--- config.mk ---
export PLATFORM = sky130hd
export DESIGN_NAME = i2c_byte_master
export DESIGN_NICKNAME = d
export VERILOG_FILES = /design/src/hdl/i2cbm_pkg.sv /design/src/hdl/i2c_byte_master.sv
export SDC_FILE = /design/constraint.sdc
export NUM_CORES = 1
export LEC_CHECK = 0
export BUFFER_PORTS_ARGS = -buffer_cell sky130_fd_sc_hd__buf_2
export CORE_AREA = 2 2 112 93
export CTS_CLUSTER_DIAMETER = 80
export DETAILED_ROUTE_END_ITERATION = 6
export DIE_AREA = 0 0 114 95
export GPL_ROUTABILITY_DRIVEN = 0
export GPL_TIMING_DRIVEN = 1
export PLACE_DENSITY_LB_ADDON = 0.2
export RECOVER_POWER = 50
export SYNTH_ARGS = -nofsm -noshare
export SYNTH_HDL_FRONTEND = slang
export SYNTH_SLANG_ARGS = --single-unit
--- constraint.sdc ---
create_clock -name clk -period 5.45 [get_ports clk]
set_input_delay 1.635 -clock clk [delete_from_list [all_inputs] [get_ports clk]]
set_output_delay 1.635 -clock clk [all_outputs]
set_load 0.1 [all_outputs]
--- src/hdl/i2cbm_pkg.sv ---
// Types and constants shared by the byte-level I2C master and its checker.
package i2cbm_pkg;

	localparam int COUNT_WIDTH_DEF = 16;
	localparam int HALF_PERIOD_W   = 16;
	localparam int BYTE_W          = 8;
	localparam int BIT_COUNT_W     = 4;
	localparam int CFG_INDEX_W     = 1;

	localparam logic [HALF_PERIOD_W-1:0] HALF_PERIOD_RST = 16'd250;

	typedef enum logic [1:0] {
		FN_START = 2'd0,
		FN_STOP  = 2'd1,
		FN_WRITE = 2'd2,
		FN_READ  = 2'd3
	} func_t;

	typedef enum logic [CFG_INDEX_W-1:0] {
		REG_HALF_PERIOD   = 1'd0,
		REG_SCL_PUSH_PULL = 1'd1
	} cfg_reg_t;

	typedef enum logic [5:0] {
		ST_IDLE     = 6'b000001,
		ST_LEAD     = 6'b000010,
		ST_BIT_HIGH = 6'b000100,
		ST_BIT_LOW  = 6'b001000,
		ST_ACK_HIGH = 6'b010000,
		ST_ACK_LOW  = 6'b100000
	} step_t;

	typedef struct packed {
		logic              cmd_valid;
		logic [1:0]        func;
		logic [BYTE_W-1:0] tx_byte;
		logic              last_read;
		logic              sda_in;
	} in_item_t;

	typedef struct packed {
		logic              scl_drive_low;
		logic              scl_drive_high;
		logic              sda_drive_low;
		logic              busy_res;
		logic              done_res;
		logic [BYTE_W-1:0] rx_byte;
		logic              ack_ok;
	} out_item_t;

endpackage

--- src/hdl/i2c_byte_master.sv ---
// Byte-level I2C master: phase sequencer for start, stop, write and read.
// An accepted item's result is registered in the output register, or in skid while stalled.
// Throughput: one item per cycle unless the skid is full; phase timer advances once per item.
// A two-entry output stage (output register plus skid) keeps input ready while a result waits.
// Reset: asynchronous, active low; sequencer idle, SCL and SDA released,
// half_period 250, push-pull off, output stage empty.
module i2c_byte_master #(
	parameter int COUNT_WIDTH = i2cbm_pkg::COUNT_WIDTH_DEF
) (
	input  logic                                    clk,
	input  logic                                    arst_n,
	input  logic                                    in_valid,
	output logic                                    in_ready,
	input  i2cbm_pkg::in_item_t                     in_item,
	output logic                                    out_valid,
	input  logic                                    out_ready,
	output i2cbm_pkg::out_item_t                    out_item,
	input  logic                                    cfg_valid,
	output logic                                    cfg_ready,
	input  logic [i2cbm_pkg::CFG_INDEX_W-1:0]       cfg_index,
	input  logic [i2cbm_pkg::HALF_PERIOD_W-1:0]     cfg_data
);
	import i2cbm_pkg::*;

	localparam int CMP_W = (COUNT_WIDTH > HALF_PERIOD_W) ? COUNT_WIDTH : HALF_PERIOD_W;
	localparam logic [COUNT_WIDTH-1:0] COUNT_MAX = {COUNT_WIDTH{1'b1}};
	localparam logic [COUNT_WIDTH-1:0] COUNT_ONE = COUNT_WIDTH'(1);

	logic [HALF_PERIOD_W-1:0] half_period_q;
	logic                     push_pull_q;

	step_t                    step_q, step_d;
	logic [COUNT_WIDTH-1:0]   count_q, count_d;
	logic [BIT_COUNT_W-1:0]   bits_q, bits_d;
	logic [BYTE_W-1:0]        shift_q, shift_d;
	logic                     scl_low_q, scl_low_d;
	logic                     sda_low_q, sda_low_d;
	logic                     ack_q, ack_d;
	func_t                    op_q, op_d;
	logic                     last_q, last_d;
	logic [BYTE_W-1:0]        rx_q, rx_d;

	logic                     done_d;
	logic                     do_begin;
	step_t                    begin_st;
	logic                     phase_run;
	out_item_t                res_d;

	out_item_t                out_q, skid_q;
	logic                     out_v_q, skid_v_q;
	logic                     in_fire;

	assign cfg_ready = 1'b1;
	assign in_ready  = !skid_v_q;
	assign in_fire   = in_valid && in_ready;
	assign out_valid = out_v_q;
	assign out_item  = out_q;

	always_ff @(posedge clk or negedge arst_n) begin
		if (!arst_n) begin
			half_period_q <= HALF_PERIOD_RST;
			push_pull_q   <= 1'b0;
		end else if (cfg_valid) begin
			case (cfg_reg_t'(cfg_index))
				REG_HALF_PERIOD:   half_period_q <= cfg_data;
				REG_SCL_PUSH_PULL: push_pull_q   <= cfg_data[0];
				default: ;
			endcase
		end
	end

	assign phase_run = (CMP_W'(count_q) < CMP_W'(half_period_q)) && (count_q != COUNT_MAX);

	always_comb begin
		step_d    = step_q;
		count_d   = count_q;
		bits_d    = bits_q;
		shift_d   = shift_q;
		scl_low_d = scl_low_q;
		sda_low_d = sda_low_q;
		ack_d     = ack_q;
		op_d      = op_q;
		last_d    = last_q;
		rx_d      = rx_q;
		done_d    = 1'b0;
		do_begin  = 1'b0;
		begin_st  = ST_LEAD;

		if (step_q == ST_IDLE) begin
			if (in_item.cmd_valid) begin
				op_d     = func_t'(in_item.func);
				last_d   = in_item.last_read;
				bits_d   = '0;
				shift_d  = (func_t'(in_item.func) == FN_WRITE) ? in_item.tx_byte : '0;
				do_begin = 1'b1;
				begin_st = ST_LEAD;
			end
		end else if (phase_run) begin
			count_d = count_q + COUNT_ONE;
		end else begin
			case (step_q)
				ST_LEAD: begin
					do_begin = 1'b1;
					begin_st = (op_q == FN_START || op_q == FN_STOP) ? ST_ACK_HIGH : ST_BIT_HIGH;
				end
				ST_BIT_HIGH: begin
					shift_d  = {shift_q[BYTE_W-2:0], (op_q == FN_READ) && in_item.sda_in};
					bits_d   = bits_q + BIT_COUNT_W'(1);
					do_begin = 1'b1;
					begin_st = ST_BIT_LOW;
				end
				ST_BIT_LOW: begin
					do_begin = 1'b1;
					begin_st = bits_q[BIT_COUNT_W-1] ? ST_ACK_HIGH : ST_BIT_HIGH;
				end
				ST_ACK_HIGH: begin
					if (op_q == FN_WRITE) begin
						ack_d = !in_item.sda_in;
					end
					if (op_q == FN_START || op_q == FN_STOP) begin
						sda_low_d = (op_q == FN_START);
						step_d    = ST_IDLE;
						count_d   = '0;
						done_d    = 1'b1;
					end else begin
						do_begin = 1'b1;
						begin_st = ST_ACK_LOW;
					end
				end
				ST_ACK_LOW: begin
					sda_low_d = 1'b0;
					if (op_q == FN_READ) begin
						rx_d = shift_q;
					end
					step_d  = ST_IDLE;
					count_d = '0;
					done_d  = 1'b1;
				end
				default: begin
					step_d  = ST_IDLE;
					count_d = '0;
				end
			endcase
		end

		if (do_begin) begin
			step_d  = begin_st;
			count_d = COUNT_ONE;
			case (begin_st)
				ST_BIT_HIGH: begin
					scl_low_d = 1'b0;
					sda_low_d = (op_d == FN_WRITE) ? !shift_d[BYTE_W-1] : 1'b0;
				end
				ST_ACK_HIGH: begin
					scl_low_d = 1'b0;
					if (op_d == FN_STOP) begin
						sda_low_d = 1'b1;
					end else if (op_d == FN_READ) begin
						sda_low_d = !last_d;
					end else begin
						sda_low_d = 1'b0;
					end
				end
				default: scl_low_d = 1'b1;
			endcase
		end

		res_d.scl_drive_low  = scl_low_d;
		res_d.scl_drive_high = push_pull_q && !scl_low_d;
		res_d.sda_drive_low  = sda_low_d;
		res_d.busy_res       = (step_d != ST_IDLE);
		res_d.done_res       = done_d;
		res_d.rx_byte        = rx_d;
		res_d.ack_ok         = ack_d;
	end

	always_ff @(posedge clk or negedge arst_n) begin
		if (!arst_n) begin
			step_q    <= ST_IDLE;
			count_q   <= '0;
			bits_q    <= '0;
			shift_q   <= '0;
			scl_low_q <= 1'b0;
			sda_low_q <= 1'b0;
			ack_q     <= 1'b0;
			op_q      <= FN_START;
			last_q    <= 1'b0;
			rx_q      <= '0;
		end else if (in_fire) begin
			step_q    <= step_d;
			count_q   <= count_d;
			bits_q    <= bits_d;
			shift_q   <= shift_d;
			scl_low_q <= scl_low_d;
			sda_low_q <= sda_low_d;
			ack_q     <= ack_d;
			op_q      <= op_d;
			last_q    <= last_d;
			rx_q      <= rx_d;
		end
	end

	always_ff @(posedge clk or negedge arst_n) begin
		if (!arst_n) begin
			out_v_q  <= 1'b0;
			skid_v_q <= 1'b0;
		end else if (!out_v_q || out_ready) begin
			if (skid_v_q) begin
				out_v_q  <= 1'b1;
				skid_v_q <= 1'b0;
			end else begin
				out_v_q <= in_fire;
			end
		end else if (in_fire) begin
			skid_v_q <= 1'b1;
		end
	end

	always_ff @(posedge clk) begin
		if (!out_v_q || out_ready) begin
			if (skid_v_q) begin
				out_q <= skid_q;
			end else if (in_fire) begin
				out_q <= res_d;
			end
		end else if (in_fire) begin
			skid_q <= res_d;
		end
	end

endmodule

==> results of run 1 <==
per-stage QoR:
step | worst slack (ns) | power [W]
after detailed placement | 1.948 | 0.001503
after global routing | 1.911 | 0.002240
final | 2.012 | 0.002115
after floorplan | 2.084 | 0.001353
after CTS | 2.028 | 0.002129
after global placement | 1.957 | 0.001488
power breakdown:
part	switching (W)	total, W	internal, W
Clock	0.000263	0.000619	0.000356
Sequential	0.000123	0.000979	0.000856
Combinational	0.000327	0.000517	0.000190
Total	0.000713	0.00211	0.00140
flip-flops by register name, indices dropped and copies added, names as in the netlist:
name           flops
skid_v_q           1
push_pull_q        1
out_valid          1
scl_low_q          1
last_q             1
count_q           16
out_item          14
rx_q               8
bits_q             4
sda_low_q          1
skid_q            14
half_period_q     16
step_q             6
op_q               2
ack_q              1
shift_q            8
logic make-up after synthesis:
group | Yosys count | synth area share, %
and+or+nand+nor | 139 | 15.08
DFF | 95 | 53.22
AOI/OAI and AO/OA | 85 | 11.44
buffers and inverters | 45 | 3.769
muxes | 39 | 9.172
adders and majority gates | 17 | 4.481
xor gates and xnor gates | 15 | 2.767
other | 1 | 0.07900
worst max-delay path, cell delays in order (launching register included):
cell and delay (ns):
dfrtp_1 0.47, inv_1 0.46, buf_2 0.53
placed cells by master (no fill, tap or decap), types with 10 or more instances in the layout:
| cell type | instances |
|---|---|
| dfrtp_1 | 60 |
| nand2_1 | 47 |
| buf_2 | 47 |
| mux2_2 | 36 |
| nor2_1 | 35 |
| o21ai_0 | 34 |
| inv_1 | 29 |
| edfxtp_1 | 28 |
| ha_1 | 17 |
| a21oi_1 | 15 |
| xor2_1 | 11 |
| nand4_1 | 10 |
| nand3_1 | 10 |
cells in the mapped netlist, types with 3 or more instances:
| library cell | number |
|---|---|
| dfrtp_1 | 60 |
| nand2_1 | 46 |
| mux2_2 | 36 |
| nor2_1 | 35 |
| o21ai_0 | 34 |
| inv_1 | 29 |
| edfxtp_1 | 28 |
| ha_1 | 17 |
| a21oi_1 | 15 |
| xor2_1 | 11 |
| nand3_1 | 10 |
| nand4_1 | 10 |
| clkbuf_1 | 9 |
| dfstp_2 | 7 |
| nor4_1 | 7 |
| a2bb2oi_1 | 6 |
| nand2b_1 | 6 |
| buf_2 | 5 |
| nor2b_1 | 4 |
| o21a_1 | 4 |
| o22ai_1 | 4 |
| xnor2_1 | 4 |
| a31oi_1 | 3 |
| mux2i_1 | 3 |
| o211ai_1 | 3 |
how the worst max path moves through the flow:
stage / end / depth (start not counted) / start
2_1_floorplan: in_ready / 3 / skid_v_q
4_1_cts: in_ready / 2 / skid_v_q
3_3_place_gp: skid_q[3] / 3 / in_valid
5_1_grt: out_item[11] / 8 / in_item[12]
3_5_place_dp: skid_q[3] / 3 / in_valid
6_report: in_ready / 2 / skid_v_q
metal layers:
layer  GRT usage (%)  wire [um]  up-vias  share of wire, %
li1                -          -     1656                 -
met1           28.66       4852     1632                49
met2           30.41       4514       82                45
met3           5.135        499        8               5.0
met4           5.589        112        0               1.1
met5               0          0        -                 0
layout make-up:
cell class	instances	area [sq um]	share of cell area [%]
Sequential cell	95	2526	46.91
Clock inverter	5	58.81	1.092
Tap cell	122	152.6	2.835
Timing Repair Buffer	53	266.5	4.949
Multi-Input combinational cell	296	2039	37.87
Inverter	29	108.9	2.021
Clock buffer	11	232.7	4.322
==> qor.txt, run 1 <==
Inserted Clock Buffers - 9
Overflow after GRT - 0
IO Count - 52
H-tree levels - 3
Pleak - 2.419 nW
Max-slew violations - 100
CP Max Fanout - 14
Syn_nets - 488
Failing checks - max-capacitance violations, max-slew violations
Period utilisation layout - 63.09%
CP Launch Type - flip-flop
Drt drc - 0
Worst skew pair latency - 0.34 ns
FF-to-FF path depth - 8
Largest net degree at the start of global routing - 68
Synth Flop Type - dfrtp_1
Status - complete, but fails checks
CP required - 3.82 ns
Vias in the first global route - 3,460
Synth Register Bits - 95
P&R area growth vs syn - 13.44%
DRT Pass-1 Iters - 5
Final non-filler cell total - 611
Row count - 33
Post-layout nets - 536
Placed Area - 0.005105 sq mm
Slew headroom - -11.50%
Syn Inst Count - 436
Design Area, Final - 0.005385 sq mm
Final WL - 9.979 mm
Min-delay src - rx_q[5]
Worst r2r src - count_q[13]
Post_cts resized - 0
CTS Hold Bufs - 0
Via density - 5.529
Post-synth top area share - 31.63%
Core area - 0.009827 sq mm
Synth top area cells - dfrtp_1, edfxtp_1, mux2_2, ha_1, dfstp_2
Cell Area, Synth - 0.004747 sq mm
Initial DRC Count - 186
Clock-pin transition on the worst setup and hold timing paths - 0.06 ns
Sequential fraction of the synthesis area - 53.22%
Final setup viols - 0
Reg2Reg Capture Point - out_item[2]
Initial antenna violation count - 0
# port buffers - 50
Crit path capture type - output port
Kind of critical path - flip-flop to output port
Layout cells sized above 1 - 23.52%
PwrDens - 392.7 mW/mm^2
Setup TNS - 0 ns
Antenna diodes - 0
WHS - 0.5038 ns
EDFF count, synth - 28
Die X - 114 um
Drt wl/cell - 16.33 um
Final core occ - 54.80%
Hold path cells - 1
Die height - 95 um
Post-DP HPWL - 7.078 mm
RSZ-0062 raised after global routing - false
First-pass GRT wire length - 16.96 mm
R2R Setup Slk - 2.22 ns
Final Hold Violating Endpoints - 0
Initial Util - 48.31%
Slew @ Worst Pin - 1.672 ns
CTS tree - done
Syn avg cell area - 10.89 sq um
Clock Path Buffers - 2
Max_cap viols - 2
FFs w/ async S/R, synth - 70.53%
Post-CTS Setup Bufs - 0
Fmax - 290.8 MHz
Maximum vdd ir drop - 0.0002271 V
Arrival time at the worst endpoint - 1.80 ns
Inst Count DP - 595
Die ar. - 0.01083 sq mm
Final Skew - 0.009823 ns
Hold Path Sink - rx_q[5]
Distinct cell type count after synthesis - 60
Root buf cell - clkbuf_16
Post-synth top area cell - dfrtp_1
Warnings, synthesis - 0
Via count - 3,378
Fin crit period - 3.438 ns
Overall Global Routing Usage - 20.07%
Fillers - 855
Post-DRT Antenna Nets - 0
CTS sink count - 95
Hold Path Class - flip-flop to flip-flop
Power figures use the tool's default switching activity.
==> run 2, diff against run 1 <==
clock period = 3.4 ns   (was 5.45 ns; I/O delays follow)
==> run 2 against run 1 <==
  * The run still ends with max-capacitance violations, max-slew violations left
  * Global-route usage decreased by 0.31 points
  * Total power increased by 65%
  * Sequential cell count unchanged
  * Combinational power increased by 65%
  * Sequential power increased by 60%
  * Critical path depth increased by 7
  * Worst hold slack improved by 0.0038 ns
  * Final area increased by 1.8%
  * Cell count increased by 1.6%
  * Routed wire length increased by 1.9%
  * Count of clock-buffer cells in the layout decreased by 1
  * Setup slack got worse by 1.7 ns
  * Largest power group unchanged
==> qor.txt, run 2 (synthesized netlist as in run 1, its figures left out) <==
H-tree levels - 3
Crit path max-delay cell type - or4b_4
Final Hold Violating Endpoints - 0
Initial antenna violation count - 0
Layout cells sized above 1 - 25.05%
Post_cts resized - 0
Worst r2r src - count_q[15]
CTS Hold Bufs - 0
Final Skew - 0.007002 ns
CTS sink count - 95
CP required - 3.63 ns
CP peak stage delay - 0.53 ns
Post-layout nets - 546
CP Depth - 9
Final setup viols - 0
Initial Util - 48.31%
CP Capture Point - shift_q[0]
Crit path from - count_q[15]
Final core occ - 55.79%
Arrival time at the worst endpoint - 3.32 ns
Status - complete, but fails checks
Max_cap viols - 1
Die ar. - 0.01083 sq mm
CP most frequent cell - nand2_1
CP Launch Type - flip-flop
Hold Path Class - flip-flop to flip-flop
Biggest regs - count_q: 16 flops, half_period_q: 16 flops
Final non-filler cell total - 621
Worst skew pair latency - 0.34 ns
Final WS setup - 0.3081 ns
WL met2 - 4.507 mm
Crit path buffers/inverters - 1
Cell-by-cell trace of the critical path - ha_1 > nand2_1 > nor4_2 > or4b_4 > nand3_2 > buf_4 > nand2_1 > a21oi_4 > mux2_2
Largest net degree at the start of global routing - 68
CP Max Fanout - 10
DRT Pass-1 Iters - 4
Row count - 33
First-pass GRT wire length - 16.39 mm
Post-CTS Setup Bufs - 0
Slew @ Worst Pin - 1.667 ns
Maximum vdd ir drop - 0.0003238 V
Crit path capture type - flip-flop
Pleak - 2.464 nW
Reg2Reg Capture Point - shift_q[0]
RSZ-0062 raised after global routing - false
Post-DP HPWL - 7.296 mm
Vias in the first global route - 3,294
Failing checks - max-capacitance violations, max-slew violations
Fmax - 323.4 MHz
Final WL - 10.17 mm
Root buf cell - clkbuf_16
Die height - 95 um
Leading cell type in the layout, fill and taps excluded - dfrtp_1
IO Count - 52
Drt wl/cell - 16.38 um
Max-slew violations - 68
Overflow after GRT - 0
Via density - 5.591
DR WL met3 - 422 um
Min-delay src - rx_q[1]
Clock Path Buffers - 2
Drt drc - 0
Initial DRC Count - 193
Period utilisation layout - 90.94%
Placement Setup Slack - 0.3408 ns
FF-to-FF path depth - 9
Inserted Clock Buffers - 9
Highest metal used - met4
Kind of critical path - flip-flop to flip-flop
CTS tree - done
# port buffers - 50
Fin crit period - 3.092 ns
Core area - 0.009827 sq mm
Inst Count DP - 605
Slew headroom - -11.12%
P&R area growth vs syn - 15.50%
Antenna diodes - 0
Post-DRT Antenna Nets - 0
Via count - 3,472
Clock-pin transition on the worst setup and hold timing paths - 0.06 ns
Die X - 114 um
Most frequent cells in the layout - dfrtp_1, nand2_1, buf_2, mux2_2, nor2_1
R2R Setup Slk - 0.31 ns
M1 wire length - 5.017 mm
Setup TNS - 0 ns
Overall Global Routing Usage - 19.76%
PwrDens - 637.1 mW/mm^2
CP delay by family, top - simple AND/OR/NAND/NOR gates
run 2: cell type report:
| cell class | count | area [sq um] |
|---|---|---|
| inverter | 29 | 108.9 |
| fill | 847 | 4344 |
| timing repair buffer | 63 | 335.3 |
| sequential | 95 | 2526 |
| multi-input combinational | 296 | 2044 |
| clock buffer | 10 | 229.0 |
| clock inverter | 6 | 86.33 |
| tap | 122 | 152.6 |
run 2: worst register-to-register path: cells and delay by family, from the launching register on:
family	cells	cell delay [ns]
AOI/OAI and AO/OA	1	0.37
adders and majority gates	1	0.30
buffers and inverters	1	0.19
DFF	1	0.41
muxes	1	0.37
and+or+nand+nor	5	1.33
run 2: worst min path at each step:
stage	slack, ns	cells after the start	endpoint
after floorplan	0.44	2	sda_low_q
after global placement	0.47	2	sda_low_q
after detailed placement	0.48	2	sda_low_q
after CTS	0.49	2	sda_low_q
after global routing	0.50	2	sda_low_q
final	0.51	1	rx_q[1]
run 2: where the power goes:
group | switching [W] | internal [W] | total [W]
clock | 0.000425 | 0.000642 | 0.00107
sequential | 0.000200 | 0.00137 | 0.00157
combinational | 0.000531 | 0.000323 | 0.000854
total | 0.00116 | 0.00234 | 0.00349
run 2: metrics by stage:
step	hold WS [ns]	instance area, sq um	total power [W]
3_3_place_gp	0.4652	5192	0.002408
6_report	0.5076	5483	0.003493
2_1_floorplan	0.4435	4747	0.002168
3_5_place_dp	0.4789	5192	0.002436
4_1_cts	0.4938	5508	0.003502
5_1_grt	0.5040	5483	0.003666
run 2: layer usage:
layer  GRT usage (%)  vias up
li1                -     1670
met3           4.429       21
met1           27.74     1698
met5               0        -
met4           7.724        0
met2           30.01       83
==> run 3, diff against run 2 <==
ABC_AREA = 1   (was not set)
CORE_AREA = 2 2 113 93   (was 2 2 112 93)
DIE_AREA = 0 0 115 95   (was 0 0 114 95)
clock period = 2.7 ns   (was 3.4 ns; I/O delays follow)
==> run 3 against run 2 <==
  * The run now ends clean
  * Worst hold slack lost 0.026 ns
  * Sequential cell count is the same
  * Total power grew 4.7%
  * Critical path type unchanged
  * Largest power group unchanged
  * Highest routed layer unchanged
==> qor.txt, run 3 <==
Vias in the first global route - 3,568
Crit path capture type - flip-flop
Crit path max-delay cell type - dfstp_2
Overflow after GRT - 0
Overall Global Routing Usage - 21.08%
Drt wl/cell - 13.62 um
Period utilisation layout - 92.49%
CTS sink count - 95
Maximum vdd ir drop - 0.0002635 V
Most frequent cells in the layout - nand2_1, inv_1, dfrtp_1, nor2_1, buf_2
IO Count - 52
Min-delay src - rx_q[7]
Inserted Clock Buffers - 9
EDFF count, synth - 28
CTS tree - done
Clock-pin transition on the worst setup and hold timing paths - 0.07 ns
Kind of critical path - flip-flop to flip-flop
Core area - 0.009910 sq mm
Drt drc - 0
CP Launch Type - flip-flop
Worst r2r src - half_period_q[5]
Comb power frac - 19.5%
Worst skew pair latency - 0.35 ns
Final WL - 10.34 mm
Cell Area, Synth - 0.004840 sq mm
Fmax - 400.4 MHz
Crit path from - half_period_q[5]
Warnings, synthesis - 0
Die height - 95 um
Post_cts resized - 0
Syn avg cell area - 8.476 sq um
Slew @ Worst Pin - 1.246 ns
CP delay by family, top - simple AND/OR/NAND/NOR gates
Placed Area - 0.005286 sq mm
Placement Setup Slack - 0.2545 ns
CP peak stage delay - 0.52 ns
Biggest regs - count_q: 16 flops, half_period_q: 16 flops
Hold Path Sink - rx_q[7]
FF-to-FF path depth - 12
Initial Util - 48.84%
CP Max Fanout - 13
Synth Register Bits - 95
Distinct cell type count after synthesis - 42
Power share of the sequential group - 47.4%
Setup TNS - 0 ns
Post-DRT Antenna Nets - 0
H-tree levels - 3
Synth Flop Type - dfrtp_1
Arrival time at the worst endpoint - 2.57 ns
Cell-by-cell trace of the critical path - inv_1 > ha_1 > a21oi_1 > nor2_1 > nor3_1 > nand2_1 > nand2_1 > nand2_4 > o21ai_0 > nand3_1 > nand3_1 > o21ai_1
Final WS setup - 0.2027 ns
WL met2 - 4.529 mm
Design Area, Final - 0.005535 sq mm
Post-DP HPWL - 7.671 mm
Final Skew - 0.007455 ns
Root buf cell - clkbuf_16
FFs w/ async S/R, synth - 70.53%
Hold path cells - 2
Final Hold Violating Endpoints - 0
First-pass GRT wire length - 17.82 mm
Layout cells sized above 1 - 16.48%
Sequential fraction of the synthesis area - 52.20%
Most numerous cell in the Yosys netlist - nand2_1
CP required - 2.77 ns
Post-CTS Setup Bufs - 0
M1 wire length - 5.191 mm
Switching power total - 0.001171 W
Syn Inst Count - 571
# port buffers - 50
Crit path buffers/inverters - 1
CTS Hold Bufs - 0
Via density - 5.101
RSZ-0062 raised after global routing - false
R2R Setup Slk - 0.20 ns
Max-slew violations - 0
Post-layout nets - 684
Slew headroom - 16.91%
Antenna diodes - 0
Die ar. - 0.01093 sq mm
DRT Pass-1 Iters - 5
Initial antenna violation count - 0
Top cells by count, synth - nand2_1, inv_1, dfrtp_1
Post-synth top area cell - dfrtp_1
Die X - 115 um
Synth top area cells - dfrtp_1, edfxtp_1, nand2_1, inv_1, nor2_1
P&R area growth vs syn - 14.37%
Hold Path Class - flip-flop to flip-flop
Largest net degree at the start of global routing - 33
Initial DRC Count - 366
Status - finished clean
Cell internal pwr - 0.002485 W
Highest metal used - met4
Row count - 33
Via count - 3,872
Clock Path Buffers - 2
Pleak - 2.746 nW
Leading cell type in the layout, fill and taps excluded - nand2_1
Reg2Reg Capture Point - out_item[12]
Final setup viols - 0
Fillers - 904
Fin crit period - 2.497 ns
Switch share - 32.02%
Post-synth top area share - 31.02%
Max_cap viols - 0
PwrDens - 660.5 mW/mm^2
DR WL met3 - 513 um
Syn_nets - 623
Clock share of power - 33.1%
## run 3: changes by cell type after synthesis, moves of 8 or more
cell	before	now
nand2_1	46	163
o21ai_1	0	8
inv_1	29	67
nand3_1	10	20
nor2_1	35	59
mux2_2	36	0
a21oi_1	15	28
## run 3: worst reg2reg max path, cell delays in order, from the launching register on
cell	delay (ns)
dfstp_2	0.52
inv_1	0.04
ha_1	0.30
a21oi_1	0.15
nor2_1	0.06
nor3_1	0.13
nand2_1	0.09
nand2_1	0.12
nand2_4	0.13
o21ai_0	0.22
nand3_1	0.24
nand3_1	0.17
o21ai_1	0.07
## run 3: how the worst max path moves through the flow
stage	to	slack, ns	cells after the start
global route	out_item[12]	0.01	12
finish	out_item[12]	0.20	12
detailed placement	out_item[12]	0.25	12
CTS	out_item[12]	0.24	12
floorplan	in_ready	0.23	3
global placement	out_item[12]	0.31	12
## run 3: per-stage QoR
step                cells  power [W]  hold slack [ns]  util, %
floorplan             571   0.002279           0.4492        -
global placement      743   0.002457           0.4622    53.35
detailed placement    743   0.002480           0.4649    53.35
CTS                   759   0.003693           0.4499    56.17
global route          759   0.003874           0.5076    55.86
finish                759   0.003656           0.4811    55.86
## run 3: power by group through the flow
stage                     sequential [W]  clock [W]  combinational [W]
after CTS                        0.00173    0.00124           0.000724
final                            0.00173    0.00121           0.000712
after detailed placement         0.00176          0           0.000720
after global routing             0.00175    0.00131           0.000814
after floorplan                  0.00187          0           0.000405
after global placement           0.00176          0           0.000701
## run 3: kinds of logic (layout without fill, tap and decap cells)
logic type | Yosys count | in the layout | synth area share, %
buffers and inverters | 82 | 148 | 6.799
DFF | 95 | 95 | 52.20
and+or+nand+nor | 279 | 279 | 24.79
adders and majority gates | 17 | 17 | 4.395
xor gates and xnor gates | 9 | 9 | 1.629
other | 1 | 1 | 0.07749
AOI/OAI and AO/OA | 88 | 88 | 10.11
## run 3: final cells by class
| class | instances | area (sq um) | area share, % |
|---|---|---|---|
| timing repair buffer | 64 | 336.6 | 6.080 |
| multi-input combinational | 394 | 1984 | 35.85 |
| clock inverter | 7 | 55.05 | 0.9946 |
| sequential | 95 | 2526 | 45.64 |
| tap | 122 | 152.6 | 2.758 |
| clock buffer | 9 | 225.2 | 4.069 |
| inverter | 68 | 255.2 | 4.611 |
## run 3: metal layers
metal / vias to the layer above / GRT usage, %
li1: 1976 / -
met1: 1779 / 31.11
met2: 104 / 30.98
met3: 13 / 5.456
met4: 0 / 5.321
met5: - / 0
